`config.mk`:
```
export PLATFORM = sky130hd
export DESIGN_NAME = uuencode_line_encoder
export DESIGN_NICKNAME = d
export VERILOG_FILES = /design/src/rtl/core/uule_pkg.sv /design/src/rtl/core/uule_datapath.sv /design/src/rtl/core/uule_ctrl.sv /design/src/rtl/core/uuencode_line_encoder.sv
export VERILOG_INCLUDE_DIRS = /design/src /design/src/rtl/core
export SDC_FILE = /design/constraint.sdc
export NUM_CORES = 1
export LEC_CHECK = 0
export CORE_ASPECT_RATIO = 0.8
export CORE_MARGIN = 5
export CORE_UTILIZATION = 63
export CTS_CLUSTER_SIZE = 20
export DETAILED_ROUTE_END_ITERATION = 7
export DONT_BUFFER_PORTS = 1
export GPL_TIMING_DRIVEN = 0
export PLACE_DENSITY = 0.87
export SYNTH_ARGS = -nofsm -noshare
export SYNTH_HDL_FRONTEND = slang
export SYNTH_SLANG_ARGS = --single-unit
```
`constraint.sdc`:
```
create_clock -name clock -period 2.25 [get_ports clock]
set_input_delay 0.45 -clock clock [delete_from_list [all_inputs] [get_ports clock]]
set_output_delay 0.45 -clock clock [all_outputs]
set_load 0.01 [all_outputs]
```
`src/rtl/core/uuencode_line_encoder_defines.svh`:
```
// ----------------------------------------------------------------------------
// uuencode line encoder assertion macros
// Shared concurrent assertion forms, clocked and reset-qualified.
// ----------------------------------------------------------------------------
`ifndef UUENCODE_LINE_ENCODER_DEFINES_SVH
`define UUENCODE_LINE_ENCODER_DEFINES_SVH

// same-cycle implication
`define UULE_ASSERT_SAME(label, clk, rst, ante, cons) \
   label: assert property (@(posedge clk) disable iff (rst) (ante) |-> (cons)) \
      else $error("assertion failed");

// next-cycle implication
`define UULE_ASSERT_NEXT(label, clk, rst, ante, cons) \
   label: assert property (@(posedge clk) disable iff (rst) (ante) |=> (cons)) \
      else $error("assertion failed");

`endif

```
`src/rtl/core/uule_pkg.sv`:
```
// ----------------------------------------------------------------------------
// uule_pkg
// Types, constants and the character coder of the uuencode line encoder.
// ----------------------------------------------------------------------------
package uule_pkg;

   localparam int LINE_BYTES_DEFAULT = 45;

   localparam logic [6:0] NEWLINE_CHAR = 7'd10;
   localparam logic [6:0] ZERO_CHAR    = 7'd96;
   localparam logic [6:0] CHAR_OFFSET  = 7'd32;

   // output character source
   localparam logic [1:0] SEL_LEN  = 2'd0;
   localparam logic [1:0] SEL_DATA = 2'd1;
   localparam logic [1:0] SEL_NL   = 2'd2;
   localparam logic [1:0] SEL_ZERO = 2'd3;

   typedef struct packed {
      logic [7:0] data_byte;
      logic       has_byte;
      logic       end_of_file;
   } req_word_type;

   typedef struct packed {
      logic [6:0] out_char;
      logic       last_of_run;
   } rsp_word_type;

   typedef struct packed {
      logic       write_byte;
      logic       clear_count;
      logic       start_line;
      logic       capture;
      logic       push;
      logic [1:0] sel;
      logic [1:0] ch;
      logic       last;
   } cmd_type;

   typedef struct packed {
      logic will_fill;
      logic empty;
      logic line_done;
      logic can_push;
   } status_type;

   function automatic logic [6:0] enc6(input logic [5:0] v);
      logic [6:0] c;
      if (v == 6'd0) begin
         c = ZERO_CHAR;
      end else begin
         c = {1'b0, v} + CHAR_OFFSET;
      end
      return c;
   endfunction

endpackage

```
`src/rtl/core/uule_datapath.sv`:
```
// ----------------------------------------------------------------------------
// uule_datapath
// Line buffer, byte count, group register and registered output word.
// ----------------------------------------------------------------------------
module uule_datapath #(
   parameter int LINE_BYTES = uule_pkg::LINE_BYTES_DEFAULT
) (
   input  logic                  clock,
   input  logic                  reset,
   input  uule_pkg::req_word_type req_word,
   input  uule_pkg::cmd_type     cmd,
   output uule_pkg::status_type  status,
   output logic                  rsp_valid,
   output uule_pkg::rsp_word_type rsp_word,
   input  logic                  rsp_stall
);

   localparam int AW = (LINE_BYTES > 1) ? $clog2(LINE_BYTES) : 1;
   localparam int CW = $clog2(LINE_BYTES + 1);
   localparam int IW = $clog2(LINE_BYTES + 3);

   logic [7:0]    line_mem [LINE_BYTES];
   logic [7:0]    rd_ff;
   logic [CW-1:0] count_ff, count_in;
   logic [IW-1:0] idx_ff, idx_in;
   logic [23:0]   grp_ff, grp_in;
   logic [7:0]    cap_byte;
   logic [5:0]    data_val;
   logic [6:0]    char_val;
   logic          rsp_valid_ff, rsp_valid_in;
   uule_pkg::rsp_word_type rsp_word_ff, rsp_word_in;

   always_ff @(posedge clock) begin
      if (cmd.write_byte) begin
         line_mem[count_ff[AW-1:0]] <= req_word.data_byte;
      end
      rd_ff <= line_mem[idx_ff[AW-1:0]];
   end

   // bytes past the line end read as zero
   assign cap_byte = (idx_ff < IW'(count_ff)) ? rd_ff : 8'd0;

   always_comb begin
      count_in = count_ff;
      if (cmd.clear_count) begin
         count_in = '0;
      end else if (cmd.write_byte) begin
         count_in = count_ff + CW'(1);
      end
      idx_in = idx_ff;
      grp_in = grp_ff;
      if (cmd.start_line) begin
         idx_in = '0;
      end else if (cmd.capture) begin
         idx_in = idx_ff + IW'(1);
         grp_in = {grp_ff[15:0], cap_byte};
      end
   end

   always_comb begin
      case (cmd.ch)
         2'd0:    data_val = grp_ff[23:18];
         2'd1:    data_val = grp_ff[17:12];
         2'd2:    data_val = grp_ff[11:6];
         default: data_val = grp_ff[5:0];
      endcase
      case (cmd.sel)
         uule_pkg::SEL_LEN:  char_val = uule_pkg::enc6(6'(count_ff));
         uule_pkg::SEL_DATA: char_val = uule_pkg::enc6(data_val);
         uule_pkg::SEL_NL:   char_val = uule_pkg::NEWLINE_CHAR;
         default:            char_val = uule_pkg::ZERO_CHAR;
      endcase
   end

   always_comb begin
      rsp_valid_in = rsp_valid_ff;
      rsp_word_in  = rsp_word_ff;
      if (cmd.push) begin
         rsp_valid_in         = 1'b1;
         rsp_word_in.out_char = char_val;
         rsp_word_in.last_of_run = cmd.last;
      end else if (!rsp_stall) begin
         rsp_valid_in = 1'b0;
      end
   end

   always_ff @(posedge clock) begin
      if (reset) begin
         count_ff     <= '0;
         rsp_valid_ff <= 1'b0;
      end else begin
         count_ff     <= count_in;
         rsp_valid_ff <= rsp_valid_in;
      end
      idx_ff      <= idx_in;
      grp_ff      <= grp_in;
      rsp_word_ff <= rsp_word_in;
   end

   assign status.will_fill = (count_ff == CW'(LINE_BYTES - 1));
   assign status.empty     = (count_ff == '0);
   assign status.line_done = (idx_ff >= IW'(count_ff));
   assign status.can_push  = !rsp_valid_ff || !rsp_stall;

   assign rsp_valid = rsp_valid_ff;
   assign rsp_word  = rsp_word_ff;

endmodule

```
`src/rtl/core/uule_ctrl.sv`:
```
// ----------------------------------------------------------------------------
// uule_ctrl
// Sequencer: accepts words, walks a line group by group, closes the stream.
// ----------------------------------------------------------------------------
module uule_ctrl (
   input  logic                   clock,
   input  logic                   reset,
   input  logic                   req_valid,
   input  uule_pkg::req_word_type req_word,
   output logic                   req_stall,
   input  uule_pkg::status_type   status,
   output uule_pkg::cmd_type      cmd
);

   localparam logic [2:0] S_IDLE = 3'd0;
   localparam logic [2:0] S_LEN  = 3'd1;
   localparam logic [2:0] S_RD   = 3'd2;
   localparam logic [2:0] S_CAP  = 3'd3;
   localparam logic [2:0] S_CH   = 3'd4;
   localparam logic [2:0] S_NL   = 3'd5;
   localparam logic [2:0] S_CL0  = 3'd6;
   localparam logic [2:0] S_CL1  = 3'd7;

   logic [2:0] state_ff, state_in;
   logic       eof_ff, eof_in;
   logic [1:0] bc_ff, bc_in;
   logic [1:0] ch_ff, ch_in;

   always_comb begin
      state_in  = state_ff;
      eof_in    = eof_ff;
      bc_in     = bc_ff;
      ch_in     = ch_ff;
      req_stall = 1'b1;
      cmd       = '0;
      cmd.sel   = uule_pkg::SEL_LEN;
      cmd.ch    = ch_ff;
      case (state_ff)
         S_IDLE: begin
            req_stall = 1'b0;
            if (req_valid) begin
               cmd.write_byte = req_word.has_byte;
               eof_in         = req_word.end_of_file;
               if (req_word.has_byte && status.will_fill) begin
                  state_in = S_LEN;
               end else if (req_word.end_of_file) begin
                  state_in = (req_word.has_byte || !status.empty) ? S_LEN : S_CL0;
               end
            end
         end
         S_LEN: begin
            cmd.sel = uule_pkg::SEL_LEN;
            if (status.can_push) begin
               cmd.push       = 1'b1;
               cmd.start_line = 1'b1;
               bc_in          = 2'd0;
               state_in       = S_RD;
            end
         end
         S_RD: begin
            state_in = S_CAP;
         end
         S_CAP: begin
            cmd.capture = 1'b1;
            bc_in       = bc_ff + 2'd1;
            if (bc_ff == 2'd2) begin
               ch_in    = 2'd0;
               state_in = S_CH;
            end else begin
               state_in = S_RD;
            end
         end
         S_CH: begin
            cmd.sel = uule_pkg::SEL_DATA;
            if (status.can_push) begin
               cmd.push = 1'b1;
               ch_in    = ch_ff + 2'd1;
               if (ch_ff == 2'd3) begin
                  bc_in    = 2'd0;
                  state_in = status.line_done ? S_NL : S_RD;
               end
            end
         end
         S_NL: begin
            cmd.sel = uule_pkg::SEL_NL;
            if (status.can_push) begin
               cmd.push        = 1'b1;
               cmd.clear_count = 1'b1;
               cmd.last        = !eof_ff;
               state_in        = eof_ff ? S_CL0 : S_IDLE;
            end
         end
         S_CL0: begin
            cmd.sel = uule_pkg::SEL_ZERO;
            if (status.can_push) begin
               cmd.push = 1'b1;
               state_in = S_CL1;
            end
         end
         S_CL1: begin
            cmd.sel = uule_pkg::SEL_NL;
            if (status.can_push) begin
               cmd.push = 1'b1;
               cmd.last = 1'b1;
               state_in = S_IDLE;
            end
         end
         default: begin
            state_in = S_IDLE;
         end
      endcase
   end

   always_ff @(posedge clock) begin
      if (reset) begin
         state_ff <= S_IDLE;
         eof_ff   <= 1'b0;
      end else begin
         state_ff <= state_in;
         eof_ff   <= eof_in;
      end
      bc_ff <= bc_in;
      ch_ff <= ch_in;
   end

endmodule

```
`src/rtl/core/uuencode_line_encoder.sv`:
```
// ----------------------------------------------------------------------------
// uuencode_line_encoder
// Byte stream to uuencoded text lines, one character per output word.
// ----------------------------------------------------------------------------
// Input words carry a byte (has_byte) and/or an end-of-file mark. A byte that
// does not complete a line is stored and gives no output.
// When LINE_BYTES bytes are buffered, or at end of file with bytes pending,
// a line goes out: length char, 4 chars per 3-byte group, newline. End of
// file then adds the closing line of a zero char and a newline.
// Input stalls while a line is being sent. Per group the sequencer fetches
// three bytes from the line buffer, one read and one capture per byte, then
// sends 4 chars, each waiting while rsp_stall holds a waiting word. The
// first char is pushed from S_LEN into the output register.
// Output passes through one register; a stall on rsp holds the word and
// the sequencer waits before its next push, nothing is dropped. last_of_run
// marks the final char caused by an input word.
// Reset clears the byte count and sequencer; the line buffer is not cleared.
// ----------------------------------------------------------------------------
`include "uuencode_line_encoder_defines.svh"

module uuencode_line_encoder #(
   parameter int LINE_BYTES = uule_pkg::LINE_BYTES_DEFAULT
) (
   input  logic                   clock,
   input  logic                   reset,
   input  logic                   req_valid,
   input  uule_pkg::req_word_type req_word,
   output logic                   req_stall,
   output logic                   rsp_valid,
   output uule_pkg::rsp_word_type rsp_word,
   input  logic                   rsp_stall
);

   uule_pkg::cmd_type    cmd;
   uule_pkg::status_type status;

   uule_ctrl u_ctrl (
      .clock     (clock),
      .reset     (reset),
      .req_valid (req_valid),
      .req_word  (req_word),
      .req_stall (req_stall),
      .status    (status),
      .cmd       (cmd)
   );

   uule_datapath #(
      .LINE_BYTES (LINE_BYTES)
   ) u_datapath (
      .clock     (clock),
      .reset     (reset),
      .req_word  (req_word),
      .cmd       (cmd),
      .status    (status),
      .rsp_valid (rsp_valid),
      .rsp_word  (rsp_word),
      .rsp_stall (rsp_stall)
   );

   `UULE_ASSERT_SAME(a_push_room, clock, reset, cmd.push, status.can_push)
   `UULE_ASSERT_SAME(a_last_is_newline, clock, reset, rsp_valid && rsp_word.last_of_run, rsp_word.out_char == uule_pkg::NEWLINE_CHAR)
   `UULE_ASSERT_NEXT(a_eof_busy, clock, reset, req_valid && !req_stall && req_word.end_of_file, req_stall)

endmodule
```
==> results of run 1 <==
-- flip-flops by register name, indices dropped and copies added, names as in the netlist --
| signal | flops |
|---|---|
| u_ctrl.state_ff | 3 |
| u_ctrl.eof_ff | 1 |
| u_datapath.rd_ff | 8 |
| u_datapath.line_mem | 360 |
| u_datapath.rsp_word | 8 |
| u_datapath.rsp_valid | 1 |
| u_ctrl.ch_ff | 2 |
| u_datapath.count_ff | 6 |
| u_datapath.grp_ff | 24 |
| u_datapath.idx_ff | 6 |
| u_ctrl.bc_ff | 2 |
-- kinds of logic after synthesis --
logic type / Yosys count / synth area share [%]
compound gates: 124 / 5.53
xor+xnor: 7 / 0.367
fa+ha+maj: 14 / 1.05
buf+inv: 60 / 1.99
flops: 421 / 74.2
mux: 114 / 12.3
simple gates: 161 / 4.48
-- worst max-delay path, cell delays in order, from the launching register on --
cell	delay (ps)
dfxtp_1	360
buf_2	270
or2_2	160
buf_1	560
o22ai_1	170
a21oi_1	310
nor2b_1	120
a221oi_2	250
-- power by group --
| group | internal [W] | leakage, nW | switching [W] | total, W |
|---|---|---|---|---|
| Combinational | 0.00174 | 1.61 | 0.00230 | 0.00404 |
| Sequential | 0.00889 | 3.77 | 0.000178 | 0.00907 |
| Clock | 0.00396 | 0.619 | 0.00279 | 0.00674 |
-- routing by layer --
layer	track usage, %	part of all wire, %	routed length [µm]
met5	0	0	0
met4	9.23	4.5	2000
met3	6.62	12	5120
met2	45.0	49	21800
met1	38.5	35	15500
-- repair_timing --
item,CTS,global route
setup buffers,6,18
endpoints found under the hold margin,4,0
setup endpoints to repair,383,360
resized for setup,76,66
hold buffers,1,0
pin swaps,3,15
cloned,1,0
-- cells in the final DEF (no fill, tap or decap), types with 4 or more instances in the layout --
| master | count |
|---|---|
| clkbuf_16 | 41 |
| nor2b_1 | 5 |
| buf_6 | 8 |
| o221ai_2 | 7 |
| nor2_4 | 43 |
| nand3_1 | 5 |
| xor2_1 | 4 |
| bufinv_16 | 5 |
| mux4_1 | 4 |
| and2_1 | 12 |
| buf_2 | 4 |
| clkbuf_1 | 21 |
| nor2_1 | 30 |
| nand2_1 | 30 |
| a211o_1 | 7 |
| a221oi_2 | 7 |
| clkinv_1 | 6 |
| dfxtp_1 | 25 |
| a211oi_1 | 4 |
| o22ai_1 | 14 |
| o221ai_1 | 7 |
| nand2b_1 | 4 |
| ha_1 | 14 |
| o21ai_0 | 8 |
| nand3_4 | 4 |
| a22oi_1 | 10 |
| a21oi_1 | 26 |
| nand2_2 | 4 |
| mux2i_1 | 42 |
| buf_12 | 20 |
| edfxtp_1 | 396 |
| buf_4 | 19 |
| inv_1 | 18 |
| mux4_2 | 68 |
| a221oi_1 | 9 |
| a222oi_1 | 5 |
-- through the flow --
step                      utilization (%)  cell area (µm²)  std cells  hold WS, ps
after detailed placement             65.4            17100       1258          437
after global placement               65.4            17100       1258          429
after floorplan                         -            16700        901          417
final                                73.9            19400       1351         19.2
after global routing                 73.9            19400       1351        -1.02
after CTS                            71.7            18800       1335         16.4
-- path summary, 6_finish.rpt --
kind / depth (start not counted) / slack (ps) / endpoint / start
setup / recovery: 7 / -60 / u_datapath.rd_ff[4]$_DFF_P_ / u_datapath.idx_ff[3]$_SDFFE_PP0P_
hold reg to reg: 0 / 450 / u_datapath.grp_ff[23]$_DFFE_PP_ / u_datapath.grp_ff[15]$_DFFE_PP_
hold / removal: 0 / 20 / u_datapath.line_mem[20][5]$_DFFE_PP_ / req_word[7]
setup reg to reg: 7 / -60 / u_datapath.rd_ff[4]$_DFF_P_ / u_datapath.idx_ff[3]$_SDFFE_PP0P_
-- area by class of cell --
type / instances / share of cell area [%]
Timing Repair Buffer: 25 / 2.08
Clock inverter: 13 / 0.976
Timing Repair inverter: 1 / 0.0258
Sequential cell: 421 / 64.0
Clock buffer: 56 / 5.64
Buffer: 39 / 1.62
Multi-Input combinational cell: 420 / 23.0
Inverter: 19 / 0.388
Tap cell: 357 / 2.31
==> results.md, run 1 <==
Clock network:
- The clock tree from TritonCTS is done.
- After clock tree synthesis, the clock-pin slew on the worst setup and hold paths is 60 ps.
- The number of buffers created by CTS is 39.
- The clock latency of the later-clocked register in the worst-skew pair is 530 ps.
- The number of levels the H-tree was split into is 2.
- The buffer depth of the longest clock path is 3.
- The tree is rooted in a clkbuf_16.
- The CTS sink count is 421.

STA:
- The worst clock skew is ~15 ps.
- The setup TNS after final layout is -1040 ps.
- Setup violations remaining at the end of the flow were counted as between 50 and 60.
- The routed design could run at a clock period as short as 2310 ps.
- Setup slack on the critical path of the routed design comes to -64.3 ps.
- At the pin with the least slew margin, the transition time is approximately 1100 ps.
- The worst slew margin relative to its limit is 27.1%.
- The final hold violation count is 0.
- The achievable frequency is 432 MHz.
- The count of final max-slew check failures is 0.
- Setup repair after global routing could not meet its margin everywhere.
- The final critical path takes up 103% of the cycle.

Pwr:
- In this run the static leakage power is 6.00 nW.
- Summing internal, switching and leakage power gives ~0.020 W.
- The power density over cell area is slightly above 1000 mW/mm².
- IR analysis of the VDD net gives a maximum drop of 775 µV.

GRT:
- The number of global-route vias before repair came to 9298.
- The first global-routing pass estimated approximately 60 mm of wire.
- For this run, the total global-route usage over all layers was measured as ~28%.
- The initial antenna violation count is 0.
- The maximum number of pins on one net before global-route repair is 46.
- Summed over all layers, the global routing overflow is 0.

Detailed routing:
- After detailed routing, the number of vias per cell comes to 7.15.
- For this block, the initial DRC count from the detailed router was 1841.
- The number of vias after detailed routing is 9657.
- The routed wire length per instance is 32.9 µm.
- Before antenna repair, the detailed router went through 6 iterations.
- After detailed routing, the number of remaining DRC violations is 0.
- The count of nets left with antenna violations once routing finished came out at 0.
- The routed wire length is 44.5 mm.

Logic synthesis:
- The combined area of all synthesized cells is roughly 0.017 mm².
- In the post-synthesis netlist, the biggest area contributors are edfxtp_1, mux4_2, dfxtp_1.
- In the post-synthesis netlist, the cell with the most instances is edfxtp_1.
- The cell type contributing the most total cell area after synthesis is edfxtp_1.
- The per-instance average area after synthesis is 18.5 µm².
- The number of synthesized register bits is 421.
- After technology mapping, the gate count stands at 901.
- The post-synthesis cell type count is 60.
- The net count after synthesis is 929.
- For this run, the leading register cell type out of synthesis is edfxtp_1.
- The yosys synthesis warning count is 0.
- In the synthesized netlist the async set-or-reset flop fraction comes to 0%.
- In this run, synthesis inferred 396 flip-flops with an integrated enable.
- By count the netlist is led by edfxtp_1, nor2_1, mux4_2, mux2i_1, nand2_1.
- In this run the biggest area consumer among cell types represents 71.2% of the synthesized area.
- The fraction of the yosys area taken by sequential cells is between 70% and 80%.

Die:
- The floorplan die width is 192 µm.
- The initial standard-cell utilization of the core is 63.7%.
- The core footprint is 0.0262 mm².
- The floorplan has 53 rows.
- During I/O placement, the number of pins put on the boundary was 24.
- The floorplan step set the die height to 156 µm.
- The die outline area is 0.0299 mm².

Finish:
- The combined flip-flop and latch cell area is 0.0124 mm².
- The post-layout net count is 994.
- The area occupied by multi-input gates is about 0.0044 mm².
- Of the cells placed in the final design, the portion with a size suffix greater than 1 is between 20% and 30%.
- 0 antenna diodes ended up in the layout.
- The area growth from synthesis to layout is 16.0%.
- The final-layout fill cell count is 1326.

Worst setup path:
- The startpoint class of the critical path is a register.
- The kind of critical path is register to register.
- The kind of capture point of the worst setup path is a register.
- The data required time at the worst endpoint is 2660 ps.
- The top fanout value on the critical path is 8.
- For the worst setup path, the data arrival time is 2730 ps.

Run status:
- The run finished, with violations left.
- The checks that failed: setup timing.

Placed design:
- Before CTS, the worst setup slack after placement is -354 ps.
- The placer congestion estimate is 0.933.
- Buffers placed on the I/O ports in this run total 0.
- After legalization and detailed placement, the total HPWL measured 24.2 mm.

Hold path:
- The worst min-delay path category is input port to register.

Run:
- The max capacitance violation total is 0.
No activity file was read; power rests on OpenSTA's default activity.
==> inputs of run 2 (changes only) <==
- CORE_UTILIZATION: 63 -> 41
- PLACE_DENSITY: 0.87 -> 0.63
==> results.md, run 2 (synthesis results as in run 1) <==
Placed design:
- The worst slack at placement is -500 ps (was -354 ps).
- The port buffer count is 0 (unchanged).
- The half-perimeter wire length after placement is 24.7 mm (was 24.2 mm).
- The instance area after placement is 0.0174 mm² (was 0.0171 mm²).
- The placer congestion estimate is 0.864 (was 0.933).

Worst setup path:
- The kind of capture point of the worst setup path is a register (unchanged).
- Cells traversed along the worst timing path: buf_6, nor3_4, and3_1, nand2_1, nor2_4 (was buf_2, or2_2, buf_1, o22ai_1, a21oi_1, nor2b_1, a221oi_2).
- The data required time at the worst endpoint is 2460 ps (was 2660 ps).
- The top fanout value on the critical path was 10 (was 8).
- The critical-path cell with the highest stage delay is nand2_1 (was buf_1).
- The critical path arrival was 2650 ps (was 2730 ps).
- The delay of the slowest critical-path stage is 520 ps (was 560 ps).
- The total buffers and inverters traversed by the critical path was 1 (was 2).
- The dominant delay contributor by cell family on the critical path is simple AND/OR/NAND/NOR gates (was buffers and inverters).
- The kind of critical path is register to register (unchanged).
- The startpoint class of the critical path was a register (unchanged).

Finish:
- The post-layout net count is 1008 (was 994).
- The antenna diode count is 0 (unchanged).
- The final-layout fill cell count is 3334 (was 1326).
- The post-layout utilization of the core came to 48.7% (was 73.9%).
- Leading cell types in the layout, fill and taps excluded: edfxtp_1, mux4_2, nor2_4, mux2i_1, clkbuf_16 (unchanged).
- The combined flip-flop and latch cell area was 0.0124 mm² (unchanged).
- The layout cell share with drive strength beyond 1 came to 26.0% (was 25.8%).
- The area growth from synthesis to layout is 18.0% (was 16.0%).
- The leading cell type in the layout, fill and taps excluded is edfxtp_1 (unchanged).
- The area occupied by multi-input gates is 0.00445 mm² (about the same).
- The flip-flop count of the largest register, all copies and words added was 360 (unchanged).
- The post-layout instance area is 0.0197 mm² (was 0.0194 mm²).

STA:
- The final hold violation count is 0 (unchanged).
- RSZ-0062 raised after global routing: yes (unchanged).
- The pin slew with the least headroom to its limit is 1010 ps (was 1080 ps).
- The tightest hold margin was 62.2 ps (was 19.2 ps).
- The final worst-path setup slack was -194 ps (was -64.3 ps).
- The achievable frequency came to 409 MHz (was 432 MHz).
- The worst clock skew is 13.5 ps (was 15.2 ps).
- The total of endpoints with negative setup slack in the final report is 169 (was 53).
- The minimum clock period after layout came to 2440 ps (was 2310 ps).
- The post-route clock period utilization is 109% (was 103%).
- The count of final max-slew check failures came to 0 (unchanged).
- The setup TNS after final layout came to -23270 ps (was -1040 ps).
- The worst slew margin relative to its limit came to 32.7% (was 27.1%).

Die:
- The die outline area is 0.0449 mm² (was 0.0299 mm²).
- The die height came to 190 µm (was 156 µm).
- The initial standard-cell utilization of the core is 41.2% (was 63.7%).
- The cell row count is 66 (was 53).
- The core footprint is 0.0405 mm² (was 0.0262 mm²).
- The floorplan die width came to 236 µm (was 192 µm).
- The I/O pin total is 24 (unchanged).

GRT:
- The initial antenna violation count is 2 (was 0).
- The maximum number of pins on one net before global-route repair came to 46 (unchanged).
- The met1 track demand over resource is 28.2% (was 38.5%).
- The total global-route track usage is 18.0% (was 27.9%).
- The met2 global-route usage is 25.6% (was 45.0%).
- The met3 layer usage reported by global route is 4.06% (was 6.62%).
- The first-pass GRT wire length came to 59.2 mm (was 60.2 mm).
- The most crowded layer after global routing is met1 (was met2).
- The total congestion overflow is 0 (unchanged).
- The number of global-route vias before repair is 8566 (was 9298).

Clock network:
- The clock tree from TritonCTS is done (unchanged).
- The number of levels the H-tree was split into is 2 (unchanged).
- The number of buffers created by CTS is 41 (was 39).
- The post-CTS clock slew at the launch and capture registers of the worst setup and hold paths is 60 ps (about the same).
- The root buffer cell is clkbuf_16 (unchanged).
- The clock latency of the later-clocked register in the worst-skew pair is 550 ps (was 530 ps).
- The buffer depth of the longest clock path was 3 (unchanged).
- The CTS sink count is 421 (unchanged).

Run:
- The max capacitance violation total was 0 (unchanged).

Hold path:
- The worst min-delay path category is input port to register (unchanged).

Detailed routing:
- The post-detailed-route DRC marker count is 0 (unchanged).
- The routed wire length per instance is 26.3 µm (was 32.9 µm).
- The number of vias after detailed routing is 8831 (was 9657).
- The first-iteration detailed-routing DRC count is 1010 (was 1841).
- The routed wire length is 40.9 mm (was 44.5 mm).
- The detailed-route vias per instance came to 5.68 (was 7.15).
- The detailed-router iteration count before antenna repair is 6 (unchanged).
- The remaining antenna violation count was 0 (unchanged).

Run status:
- Result of the run: finished, violations left (unchanged).
- Violations in the final reports: setup timing (unchanged).

Pwr:
- The maximum vdd ir drop came to 806 µV (was 775 µV).
- The leakage component of the power is 6.06 nW (was 6.00 nW).
- The power density over cell area is 1000 mW/mm² (was 1030 mW/mm²).
==> run 2: cell count changes in the layout (fill, tap and decap cells not counted), moves of 4 or more <==
cell	previous run	this run
a22oi_2	0	4
bufinv_16	5	1
dlygate4sd3_1	1	11
nand2_1	30	34
clkbuf_8	1	7
clkbuf_1	21	16
a22oi_1	10	6
==> run 2: cell type report <==
type	count	share of cell area, %
Buffer	40	1.61
Clock buffer	58	6.00
Clock inverter	16	0.578
Inverter	19	0.381
Multi-Input combinational cell	420	22.6
Sequential cell	421	62.9
Tap cell	544	3.46
Timing Repair Buffer	36	2.40
Timing Repair inverter	1	0.0254
==> run 2: power by group <==
group / switching, W / internal (W)
combinational: 0.00229 / 0.00176
sequential: 0.000201 / 0.00889
clock: 0.00286 / 0.00378
==> run 2: per-layer routing <==
layer / wire [µm] / vias up
li1: - / 3837
met1: 19000 / 4545
met2: 17400 / 387
met3: 3630 / 62
met4: 929 / 0
met5: 0 / -
==> run 2: stage by stage <==
step           total power [W]  cells
2_1_floorplan           0.0118    901
3_3_place_gp            0.0128   1445
3_5_place_dp            0.0128   1445
4_1_cts                 0.0197   1543
5_1_grt                 0.0205   1555
6_report                0.0198   1555
==> run 2: path summary, 6_finish.rpt <==
path,start,endpoint,slack [ps],cells past startpoint
worst min register to register,u_datapath.grp_ff[8]$_DFFE_PP_,u_datapath.grp_ff[16]$_DFFE_PP_,450,0
worst max register to register,u_ctrl.state_ff[2]$_SDFFE_PP0P_,u_datapath.line_mem[28][6]$_DFFE_PP_,-190,5
worst max-delay path,u_ctrl.state_ff[2]$_SDFFE_PP0P_,u_datapath.line_mem[28][6]$_DFFE_PP_,-190,5
worst min-delay path,req_word[0],u_ctrl.eof_ff$_SDFFE_PP0P_,60,2
==> run 2: timing repair <==
item,in CTS,in global routing
gates cloned,1,0
gates resized for setup,97,40
endpoints found under the setup margin,375,287
hold endpoints to repair,323,0
hold buffers,18,0
buffers inserted,6,12
pin swaps,5,6
==> inputs of run 3 (changes only) <==
- CORE_UTILIZATION: 41 -> 30
- PLACE_DENSITY: 0.63 -> 0.53
==> results.md, run 3 (synthesis results as in run 1) <==
Finish:
- The area growth from synthesis to layout was 21.1% (was 18.0%).
- The antenna diode count came to 0 (unchanged).
- The final-layout fill cell count is 5119 (was 3334).
- The post-layout net count is 1012 (was 1008).
- The flip-flop count of the largest register, all copies and words added is 360 (unchanged).
- Leading cell types in the layout, fill and taps excluded: edfxtp_1, mux4_2, nor2_4, mux2i_1, clkbuf_16 (unchanged).
- The layout cell share with drive strength beyond 1 is 30.3% (was 26.0%).
- The leading cell type in the layout, fill and taps excluded is edfxtp_1 (unchanged).

Worst setup path:
- The most numerous cell type found on the critical path is buf_4.
- The end of the worst register-to-register path is u_datapath.rd_ff[6]$_DFF_P_ (was u_datapath.line_mem[28][6]$_DFFE_PP_).
- The top fanout value on the critical path is 10 (unchanged).
- The dominant delay contributor by cell family on the critical path is buffers and inverters (was simple AND/OR/NAND/NOR gates).
- The total buffers and inverters traversed by the critical path is 5 (was 1).
- The startpoint class of the critical path is a register (unchanged).
- The delay of the slowest critical-path stage was 380 ps (was 520 ps).
- The critical path arrival is 2630 ps (was 2650 ps).
- The flop-to-flop setup slack is 9 ps (was -190 ps).
- The critical-path cell with the highest stage delay was a221oi_2 (was nand2_1).
- The number of cells traversed by the worst register-to-register path was 10 (was 5).
- The kind of critical path is register to register (unchanged).
- The data required time at the worst endpoint is 2640 ps (was 2460 ps).
- Cells traversed along the worst timing path: buf_6, buf_4, buf_6, nand3b_1, buf_4, buf_4, o22ai_1, a211o_1, a221oi_2, a221oi_2 (was buf_6, nor3_4, and3_1, nand2_1, nor2_4).
- The worst flop-to-flop path startpoint is u_datapath.idx_ff[0]$_SDFFE_PP0P_ (was u_ctrl.state_ff[2]$_SDFFE_PP0P_).
- The kind of capture point of the worst setup path is a register (unchanged).

GRT:
- The total congestion overflow is 0 (unchanged).
- The maximum number of pins on one net before global-route repair is 46 (unchanged).
- The total global-route track usage is 13.5% (was 18.0%).
- The initial antenna violation count is 1 (was 2).
- The number of global-route vias before repair was 8554 (was 8566).
- The first-pass GRT wire length is 60.4 mm (was 59.2 mm).

Clock network:
- The post-CTS clock slew at the launch and capture registers of the worst setup and hold paths is 70 ps (was 60 ps).
- The clock latency of the later-clocked register in the worst-skew pair is 560 ps (was 550 ps).
- The clock tree from TritonCTS is done (unchanged).
- The number of levels the H-tree was split into is 2 (unchanged).
- The buffer depth of the longest clock path was 3 (unchanged).
- The CTS sink count is 421 (unchanged).
- The number of buffers created by CTS came to 41 (unchanged).
- The root buffer cell is clkbuf_16 (unchanged).

Placed design:
- The placer congestion estimate is 0.848 (was 0.864).
- The half-perimeter wire length after placement came to 26.4 mm (was 24.7 mm).
- The worst slack at placement is -584 ps (was -500 ps).
- The port buffer count is 0 (unchanged).

Detailed routing:
- The post-detailed-route DRC marker count is 0 (unchanged).
- The detailed-router iteration count before antenna repair was 6 (unchanged).
- The detailed-route vias per instance was 5.03 (was 5.68).
- The remaining antenna violation count is 0 (unchanged).
- The routed wire length is 41.8 mm (was 40.9 mm).
- The first-iteration detailed-routing DRC count is 856 (was 1010).
- The routed wire length per instance is 23.7 µm (was 26.3 µm).
- The number of vias after detailed routing is 8861 (was 8831).

STA:
- The post-route clock period utilization is 99.6% (was 109%).
- The count of final max-slew check failures is 0 (unchanged).
- The worst clock skew came to 18.8 ps (was 13.5 ps).
- The achievable frequency is 446 MHz (was 409 MHz).
- The total of endpoints with negative setup slack in the final report is 0 (was 169).
- The minimum clock period after layout was 2240 ps (was 2440 ps).
- The final worst-path setup slack is 8.55 ps (was -194 ps).
- The setup TNS after final layout came to 0 ps (was -23270 ps).
- The final hold violation count came to 0 (unchanged).
- The tightest hold margin is 51.5 ps (was 62.2 ps).
- The worst slew margin relative to its limit is 18.6% (was 32.7%).
- The pin slew with the least headroom to its limit came to 1210 ps (was 1010 ps).

Hold path:
- The launch point of the worst hold path is req_word[0] (unchanged).
- The number of cells on the worst hold path is 2 (unchanged).
- The worst min-delay path category was input port to register (unchanged).
- The destination of the worst hold path is u_ctrl.eof_ff$_SDFFE_PP0P_ (unchanged).

Die:
- The die height was 221 µm (was 190 µm).
- The initial standard-cell utilization of the core came to 30.2% (was 41.2%).
- The cell row count came to 77 (was 66).
- The core footprint is 0.0552 mm² (was 0.0405 mm²).
- The floorplan die width is 274 µm (was 236 µm).
- The I/O pin total is 24 (unchanged).
- The die outline area is 0.0605 mm² (was 0.0449 mm²).

Pwr:
- The power density over cell area was 994 mW/mm² (was 1000 mW/mm²).
- The maximum vdd ir drop is 627 µV (was 806 µV).
- The leakage component of the power came to 6.17 nW (was 6.06 nW).
- The sum of internal, switching and leakage power was 0.0201 W (was 0.0198 W).

Run status:
- Result of the run: finished clean (was finished, violations left).

Run:
- The max capacitance violation total is 0 (unchanged).
==> run 3: worst max path at each step <==
stage                                            from                                   end  slack (ps)  cells past startpoint
finish              u_datapath.idx_ff[0]$_SDFFE_PP0P_           u_datapath.rd_ff[6]$_DFF_P_           9                     10
global route        u_datapath.idx_ff[0]$_SDFFE_PP0P_           u_datapath.rd_ff[6]$_DFF_P_          -6                     10
CTS                   u_ctrl.state_ff[2]$_SDFFE_PP0P_  u_datapath.line_mem[26][5]$_DFFE_PP_        -280                      5
detailed placement    u_ctrl.state_ff[2]$_SDFFE_PP0P_  u_datapath.line_mem[35][2]$_DFFE_PP_        -580                      6
global placement      u_ctrl.state_ff[2]$_SDFFE_PP0P_  u_datapath.line_mem[35][2]$_DFFE_PP_        -610                      6
floorplan             u_ctrl.state_ff[0]$_SDFFE_PP0P_     u_datapath.idx_ff[5]$_SDFFE_PP0P_         210                      8
==> run 3: repair_timing <==
action	4_1_cts	5_1_grt
hold buffers	9	0
cloned	1	0
setup endpoints to repair	406	309
pin swaps	8	7
gates resized for setup	137	47
setup buffers	13	21
endpoints found under the hold margin	364	0
==> run 3: layer usage <==
metal | GRT usage (%) | vias to the layer above | share of wire (%)
li1 | - | 3854 | -
met1 | 21.1 | 4647 | 47
met2 | 19.1 | 306 | 43
met3 | 3.62 | 54 | 8.1
met4 | 2.59 | 0 | 1.4
met5 | 0 | - | 0
==> run 3: where the power goes <==
part / internal [W] / switching, W / total, W
sequential: 0.00889 / 0.000161 / 0.00905
combinational: 0.00192 / 0.00240 / 0.00433
clock: 0.00378 / 0.00292 / 0.00670
total: 0.0146 / 0.00549 / 0.0201
==> run 3: worst reg2reg max path: stages (launching register included) <==
cell and delay (ps):
dfxtp_1 330, buf_6 140, buf_4 160, buf_6 170, nand3b_1 170, buf_4 170
buf_4 160, o22ai_1 170, a211o_1 180, a221oi_2 60, a221oi_2 380
==> run 3: layout make-up <==
class	instances	area [µm²]	area share, %
Clock buffer	49	1080	5.33
Multi-Input combinational cell	420	4610	22.8
Timing Repair inverter	1	7.51	0.0372
Clock inverter	21	203	1.00
Timing Repair Buffer	43	563	2.79
Buffer	37	332	1.64
Inverter	19	75.1	0.372
Sequential cell	421	12400	61.3
Tap cell	750	938	4.64
==> run 3: through the flow <==
stage,util [%],cell area [µm²],instances
floorplan,-,16700,901
global placement,31.9,17600,1651
detailed placement,31.9,17600,1651
CTS,35.9,19800,1743
global route,36.6,20200,1761
finish,36.6,20200,1761
